--- config.mk ---
export PLATFORM = sky130hd
export DESIGN_NAME = wmsa_div
export DESIGN_NICKNAME = d
export VERILOG_FILES = /design/src/hw/rtl/wmsa_pkg.sv /design/src/hw/rtl/wmsa_div.sv
export SDC_FILE = /design/constraint.sdc
export NUM_CORES = 1
export LEC_CHECK = 0
export ABC_AREA = 1
export BUFFER_PORTS_ARGS = -buffer_cell sky130_fd_sc_hd__clkbuf_2
export CORE_MARGIN = 5
export CORE_UTILIZATION = 47
export DETAILED_ROUTE_END_ITERATION = 7
export PLACE_DENSITY = 0.68
export SLEW_MARGIN = 20
export SYNTH_ARGS = -nofsm -noshare
export SYNTH_HDL_FRONTEND = slang
export SYNTH_SLANG_ARGS = --single-unit
export TNS_END_PERCENT = 5
--- constraint.sdc ---
create_clock -name clk_i -period 2.75 [get_ports clk_i]
set_clock_uncertainty 0.15 [all_clocks]
set_input_delay 0.55 -clock clk_i [delete_from_list [all_inputs] [get_ports clk_i]]
set_output_delay 0.55 -clock clk_i [all_outputs]
set_load 0.02 [all_outputs]
--- src/hw/rtl/wmsa_pkg.sv ---
// ---------------------------------------------------------------------------
// wmsa_pkg
// Shared types and constants of the windowed sample minimum block.
// ---------------------------------------------------------------------------
package wmsa_pkg;

  typedef enum logic [1:0] {
    CMD_CLEAR = 2'd0,
    CMD_VALUE = 2'd1,
    CMD_READ  = 2'd2,
    CMD_NONE  = 2'd3
  } cmd_e;

  localparam logic [1:0] REG_NUM_SAMPLES  = 2'd0;
  localparam logic [1:0] REG_WINDOW_EXTRA = 2'd1;
  localparam logic [1:0] REG_VALUE_BITS   = 2'd2;

  localparam int unsigned RowMax = 65535;

  typedef enum logic [2:0] {
    ST_IDLE,
    ST_LOOK,
    ST_DIV,
    ST_OUT,
    ST_CLR
  } state_e;

  // divider request and status
  typedef struct packed {
    logic        start;
    logic [31:0] sum;
    logic [15:0] cnt;
  } div_req_t;

  typedef struct packed {
    logic        done;
    logic [15:0] mean;
    logic [16:0] ratio;
  } div_rsp_t;

endpackage

--- src/hw/rtl/wmsa_div.sv ---
// ---------------------------------------------------------------------------
// wmsa_div
// Radix-2 restoring divider giving mean and Q1.16 ratio of a sum over a count.
// ---------------------------------------------------------------------------
module wmsa_div (
  input  logic               clk_i,
  input  logic               rst_ni,
  input  wmsa_pkg::div_req_t req_i,
  output wmsa_pkg::div_rsp_t rsp_o
);
  import wmsa_pkg::*;

  // dividend is sum << 16, 48 bits; quotient bits beyond 17 saturate
  logic [47:0] num_q, num_d;
  logic [16:0] rem_q, rem_d;
  logic [47:0] quo_q, quo_d;
  logic [15:0] den_q;
  logic [5:0]  cnt_q, cnt_d;
  logic        busy_q, busy_d, done_q, done_d;
  logic [16:0] trial;
  logic [17:0] diff;

  always_comb begin
    trial  = {rem_q[15:0], num_q[47]};
    diff   = {1'b0, trial} - {2'b0, den_q};
    num_d  = num_q;
    rem_d  = rem_q;
    quo_d  = quo_q;
    cnt_d  = cnt_q;
    busy_d = busy_q;
    done_d = 1'b0;
    if (req_i.start) begin
      num_d  = {req_i.sum, 16'd0};
      rem_d  = '0;
      quo_d  = '0;
      cnt_d  = 6'd0;
      busy_d = 1'b1;
    end else if (busy_q) begin
      num_d = {num_q[46:0], 1'b0};
      if (!diff[17]) begin
        rem_d = diff[16:0];
        quo_d = {quo_q[46:0], 1'b1};
      end else begin
        rem_d = trial;
        quo_d = {quo_q[46:0], 1'b0};
      end
      cnt_d = cnt_q + 6'd1;
      if (cnt_q == 6'd47) begin
        busy_d = 1'b0;
        done_d = 1'b1;
      end
    end
  end

  always_ff @(posedge clk_i or negedge rst_ni) begin
    if (!rst_ni) begin
      busy_q <= 1'b0;
      done_q <= 1'b0;
      cnt_q  <= '0;
    end else begin
      busy_q <= busy_d;
      done_q <= done_d;
      cnt_q  <= cnt_d;
    end
  end

  always_ff @(posedge clk_i) begin
    num_q <= num_d;
    rem_q <= rem_d;
    quo_q <= quo_d;
    if (req_i.start) den_q <= req_i.cnt;
  end

  // saturate results
  assign rsp_o.done  = done_q;
  assign rsp_o.mean  = (quo_q[47:32] != 16'd0) ? 16'hFFFF : quo_q[31:16];
  assign rsp_o.ratio = (quo_q[47:17] != 31'd0) ? 17'h1FFFF : quo_q[16:0];

endmodule

* Word level (Yosys, flattened, before mapping)
Cells that the tools add are included.
Cells by class: add/sub/neg operators 2, equality and inequality tests 1, multiplexer cells 14, reductions and logical operators 3
Operators with widths (count):
- $mux 48 | 2
- $mux 16 | 2
- $reduce_bool 31->1 | 1
- $sub 17x16->18 | 1
- $mux 17 | 1
- $reduce_bool 16->1 | 1
- $mux 6 | 2
- $mux 1 | 7
- $add 6x1->6 const B | 1
- $eq 6x6->1 const B | 1
- $reduce_bool 2->1 | 1
Word-level totals: bits in registers 120, bits of input ports 51, output and inout bits 34, logic and storage cells 27

* Longest topological paths before layout
Gate-level depths: netlist of the first run.
depth after elaboration 4, mapped depth 15, gate-level depth less buffers 15

* Worst setup path before layout of the first run
No wires, ideal clock.
path type input -> register, start input port req_i[48] in the netlist's numbering, end register num_q[16], enable pin, setup time 0.409 ns, arrival 1.767 ns, required time 2.191 ns, setup slack 0.423 ns, stages on the path 3, path buffers 1, cells stage by stage nor2_2 inv_1 clkbuf_1
Between the ends: cells in the longest elaborated chain, start to end 1
Ends and longest elaborated chain:
- start, declared | line wmsa_div.sv:8 | input wmsa_pkg::div_req_t req_i,
- $reduce_bool 2->1 (no source line)
- end signal, assigned | line wmsa_div.sv:68 | num_q <= num_d;
- end, declared | line wmsa_div.sv:14 | logic [47:0] num_q, num_d;
Every way passes these cells. A chain may end at the register's enable or synchronous reset.

==> results of run 1 <==
## flip-flops by register name, indices dropped and copies added (netlist names)
register and flops:
den_q 16, rem_q 16, busy_q 1, quo_q 48, done_q 1, cnt_q 6, num_q 32
## cells in the mapped netlist, types with 2 or more instances
master / instances / area [sq um]
nand4_1: 14 / 87.58
nand3_1: 22 / 110.1
clkbuf_1: 11 / 41.29
inv_2: 3 / 11.26
buf_4: 3 / 22.52
o22ai_1: 46 / 287.8
nor2_2: 4 / 25.02
ha_1: 17 / 212.7
nand3b_1: 2 / 15.01
o21ai_1: 4 / 20.02
nor2_1: 36 / 135.1
a21oi_1: 13 / 65.06
nand2_2: 5 / 31.28
a21oi_2: 2 / 17.52
dfrtp_1: 8 / 200.2
dfxtp_1: 64 / 1281
xor2_1: 4 / 35.03
edfxtp_1: 48 / 1441
nand3_2: 7 / 70.07
inv_1: 109 / 409.1
nor3_1: 4 / 20.02
nand2_1: 249 / 934.7
o21ai_0: 7 / 35.03
nor4_1: 7 / 43.79
buf_1: 4 / 15.01
buf_2: 8 / 40.04
## layer usage
layer | share of wire, % | vias up | wire length, microns | GRT usage, %
li1 | - | 2486 | - | -
met1 | 46 | 2195 | 5627 | 22.02
met2 | 49 | 87 | 6044 | 28.89
met3 | 4.2 | 12 | 517 | 4.584
met4 | 1.2 | 0 | 153 | 6.232
met5 | 0 | - | 0 | 0
## cell type report
class	instances	area [sq um]
clock buffers	17	425.4
clock inverters	15	168.9
fillers	1059	4954
inverters	113	426.7
multi-input cells	453	2270
flip-flops and latches	120	2923
well taps	147	183.9
repair buffers	103	603.1
repair inverters	1	7.507
## power by group
group          internal [uW]  switching [uW]  leakage, uW
Combinational            531             918      0.00216
Sequential              2030             116      0.00113
Clock                   1360             864     0.000290
Total                   3910            1900      0.00358
## cells by family after synthesis
| group | share of synthesized area [%] |
|---|---|
| xor+xnor | 0.7648 |
| buf+inv | 9.746 |
| fa+ha+maj | 4.065 |
| simple gates | 26.66 |
| flops | 51.05 |
| compound gates | 7.714 |
## worst min-delay path by stage
stage               slack [ps]  cells after the start  startpoint   endpoint
floorplan                  100                      0      rst_ni     busy_q
global placement           250                      1      rst_ni     done_q
detailed placement         260                      1      rst_ni     done_q
CTS                        140                      1   req_i[10]  den_q[10]
global route               140                      1   req_i[10]  den_q[10]
finish                     160                      1   req_i[10]  den_q[10]
## worst max-delay path, stage by stage (launching register included)
cell and delay, ps:
dfxtp_1 330, nor4_2 310, nand4_1 220, inv_4 120
nand2_2 80, nor2_4 130, buf_12 140, nand2_1 50
clkbuf_2 150
## through the flow
| step | area (sq um) | total power, uW | hold slack (ps) |
|---|---|---|---|
| finish | 7008 | 5812 | 158.7 |
| global route | 7008 | 6181 | 141.4 |
| CTS | 6915 | 5854 | 142.0 |
| detailed placement | 6289 | 3606 | 258.3 |
| global placement | 6289 | 3571 | 253.8 |
| floorplan | 5725 | 3308 | 104.4 |
## what timing repair did
| item | in CTS | in global routing |
|---|---|---|
| resized for setup | 1 | 4 |
| gates cloned | 0 | 1 |
| hold endpoints to repair | 8 | 0 |
| endpoints found under the setup margin | 17 | 17 |
| hold buffers | 1 | 0 |
| setup buffers | 1 | 8 |
| pin swaps | 1 | 2 |
==> results.cfg, run 1 <==
[layout]
nets = 878
layout_commonest_cell = nand2_1
layout_common_cells = nand2_1, inv_1, clkbuf_2
fin_util_pct = 58.59
final_cells = 969
area_growth_pct = 22.40
drive_above_1_share_pct = 19.95
antenna_cells = 0

[run]
cap_violations = 0

[critical_path]
critPathCapture = rsp_o[5]
worst_r2r_path_depth = 14
regToRegStartpoint = num_q[47]
crit_start = quo_q[47]
critPathMaxFanout = 17
cp.arrival_ps = 1950
end_kind = primary output
start_kind = flip-flop
cp_data_required_time_ps = 2050
rr_endpoint = rem_q[10]
timing.reg2reg.setup_slack_ps = 400
path_class = reg -> out

[cts]
path_clk_slew_ps = 60
h-tree-depth = 4
cts_tree = built
cts_root_buf = clkbuf_16
clk_latency_ps = 420
clock-sinks = 120
cts_made_buffers = 17
cts_buffer_depth = 2

[sta]
finalCritPeriodShare_pct = 96.49
fmax_ghz = 0.3769
tns_ps = 0
finalSetupViolations = 0
final.setup.worst_slack_ps = 96.66
slew_headroom_pct = 69.63
min_period_ps = 2653
finalHoldViolations = 0
rsz0062_at_grt = false
tightest_slew_ps = 455.5
report.final.slew_viol_count = 0

[drt]
wl_per_cell_microns = 12.74
initialDrtViolationCount = 267
drc_errors = 0
antenna_left = 0
first_pass_iters = 4
vias = 4780
viasPerCell = 4.933
wl_mm = 12.34

[floorplan]
io-pin-count = 85
core_sq_um = 11960
die_h_microns = 120.4
row_count = 40
die_w_microns = 120.4
dieArea_sq_um = 14490
start_util_pct = 47.87

[power]
p_leak_uw = 0.003582
vdd_drop_max_mv = 0.5962
p_per_area_nw_per_um2 = 829.4

[worst_hold_path]
hp-class = in -> reg

[synth]
synth_seq_cells = 120
syn_nets = 782
synth_edf_count = 48
ys_warn_count = 0
synthArstFlopShare_pct = 6.667
synthFlopType = dfxtp_1
synth_cell_type_count = 38
syn-cell-area_sq_um = 5725
avgSynthCellArea_sq_um = 8.030
syn-instance-count = 713
yosysSeqAreaShare_pct = 51.05

[global_route]
grt_pass1_wl_mm = 20.46
grt_max_degree = 48
antenna_found_initial = 0
grt-ovfl-total = 0
grtUsageTotal_pct = 17.44
grt_pass1_vias = 4627

[place]
dp.final_hpwl_mm = 8.609
portBuffers = 84
gp_congestion = 0.8731
pre_cts_slack_ps = 375.1
dp.cells = 926

[status]
status = finished, final reports clean
Power figures use the tool's default switching activity.
==> inputs of run 2 (changes only) <==
- CTS_BUF_LIST: default -> sky130_fd_sc_hd__clkbuf_4 sky130_fd_sc_hd__clkbuf_8
==> run 2 against run 1 <==
Compared with the run above: first-iteration DRC count down 16%; worst hold slack lost 21 ps; count of clock-buffer cells in the layout stayed put; flip-flop and latch count unchanged; worst setup slack better by 97 ps; core utilization fell by 2.2 points; global-route usage fell by 0.15 points; sequential share of layout area increased by 1.6 points; power down 11%; combinational power about the same; register-to-register slack barely moved.
==> results.cfg, run 2 (same netlist as run 1, synthesis figures left out) <==
[status]
status = finished, final reports clean

[sta]
rsz0062_at_grt = false
finalCritPeriodShare_pct = 92.94
tightest_slew_ps = 448.6
finalHoldViolations = 0
min_period_ps = 2556
fmax_ghz = 0.3912
report.final.slew_viol_count = 0
final.setup.worst_slack_ps = 194.1
slew_headroom_pct = 70.09
finalSetupViolations = 0
tns_ps = 0

[drt]
wl_per_cell_microns = 12.51
antenna_left = 0
vias = 4730
wl_mm = 12.02
first_pass_iters = 5
drc_errors = 0
viasPerCell = 4.922
initialDrtViolationCount = 223

[global_route]
grt_pass1_wl_mm = 20.34
grtUsageTotal_pct = 17.29
grt-ovfl-total = 0
grtUsageMet3_pct = 5.145
globalRouteMet2Util_pct = 28.85
met1_usage_pct = 21.72
grt_max_degree = 48
antenna_found_initial = 0
grt_pass1_vias = 4645
busiest_layer = met2

[critical_path]
slowest_stage = dfxtp_1
worst-path-stages = 8
path_class = reg -> out
cpPeakStageDelay_ps = 320
crit_chain = nor4_2 -> nand4_1 -> inv_4 -> nand2_2 -> nor2_4 -> buf_12 -> nand2_1 -> clkbuf_2
crit_family = simple AND/OR/NAND/NOR gates
cp.arrival_ps = 1860
timing.reg2reg.setup_slack_ps = 390
critical_path_buf_inv_count = 3
start_kind = flip-flop
cp_data_required_time_ps = 2050
critPathMaxFanout = 17
end_kind = primary output
worst_r2r_path_depth = 14

[layout]
layout_commonest_cell = nand2_1
reg.largest.list = quo_q: 48 flops, num_q: 32 flops
layout_common_cells = nand2_1, inv_1, clkbuf_2
final_cells = 961
top_register = quo_q
largest_reg_flops = 48
antenna_cells = 0
nets = 870
drive_above_1_share_pct = 19.04
area_growth_pct = 17.90
fin_util_pct = 56.43

[cts]
clk_latency_ps = 430
cts_tree = built
clock-sinks = 120
cts_root_buf = clkbuf_8
h-tree-depth = 4
cts_buffer_depth = 2
path_clk_slew_ps = 80
cts_made_buffers = 17

[floorplan]
row_count = 40
core_sq_um = 11960
dieArea_sq_um = 14490
die_h_microns = 120.4
die_w_microns = 120.4
start_util_pct = 47.87
io-pin-count = 85

[place]
gp_congestion = 0.8731
dp.final_hpwl_mm = 8.609
portBuffers = 84
dp.cells = 926
pre_cts_slack_ps = 375.1

[worst_hold_path]
hp-class = in -> reg
hold-path-cell-count = 1

[run]
cap_violations = 0

[power]
finalPower_uw = 5187
vdd_drop_max_mv = 0.4318
p_leak_uw = 0.003463
p_per_area_nw_per_um2 = 768.5
-- run 2: cell types whose count changed in the layout (fill, tap and decap cells not counted), sizes merged --
cell / delta
buf: -7
clkinvlp: -1
-- run 2: cell type report --
type | instances | area, sq um
well taps | 147 | 183.9
inverters | 113 | 426.7
repair buffers | 96 | 550.5
multi-input cells | 453 | 2263
flip-flops and latches | 120 | 2923
clock inverters | 15 | 168.9
fillers | 1090 | 5211
clock buffers | 17 | 234.0
-- run 2: worst register-to-register path, cell delays in order, from the launching register on --
cell and delay (ps):
edfxtp_1 380, inv_1 90, ha_1 150, inv_1 80
fa_1 420, nand3_1 110, nand3_1 170, nand2_1 100
nand2_1 110, nand2_1 100, nand3b_1 70, nand2_1 110
nor2_1 60, nor2_1 100, nor2_1 40
-- run 2: path summary, 6_finish.rpt --
check                               start        end
worst max-delay path            quo_q[44]   rsp_o[5]
worst min-delay path            req_i[10]  den_q[10]
worst max register to register  num_q[47]  rem_q[10]
worst min register to register   rem_q[1]   rem_q[1]
max in group asynchronous          rst_ni   cnt_q[4]
min in group asynchronous          rst_ni     done_q
-- run 2: power breakdown --
| group | leakage, uW | switching, uW | internal [uW] |
|---|---|---|---|
| Combinational | 0.00213 | 918 | 532 |
| Sequential | 0.00113 | 113 | 2020 |
| Clock | 0.000203 | 772 | 828 |
| Total | 0.00346 | 1800 | 3380 |
-- run 2: routing by layer --
metal  vias to the layer above  wire length (microns)
met3                         6                    642
met4                         0                     67
li1                       2470                      -
met2                       111                   5829
met5                         -                      0
met1                      2143                   5484
-- run 2: through the flow --
| step | instance area [sq um] | hold WS (ps) |
|---|---|---|
| 3_5_place_dp | 6289 | 258.3 |
| 5_1_grt | 6750 | 100.6 |
| 3_3_place_gp | 6289 | 253.8 |
| 4_1_cts | 6731 | 114.1 |
| 6_report | 6750 | 137.2 |
| 2_1_floorplan | 5725 | 104.4 |
-- run 2: timing repair --
item / CTS / global route
pin swaps: 1 / 1
setup buffers: 2 / 0
hold endpoints to repair: 8 / 0
gates resized for setup: 1 / 3
endpoints found under the setup margin: 17 / 17
hold buffers: 1 / 0
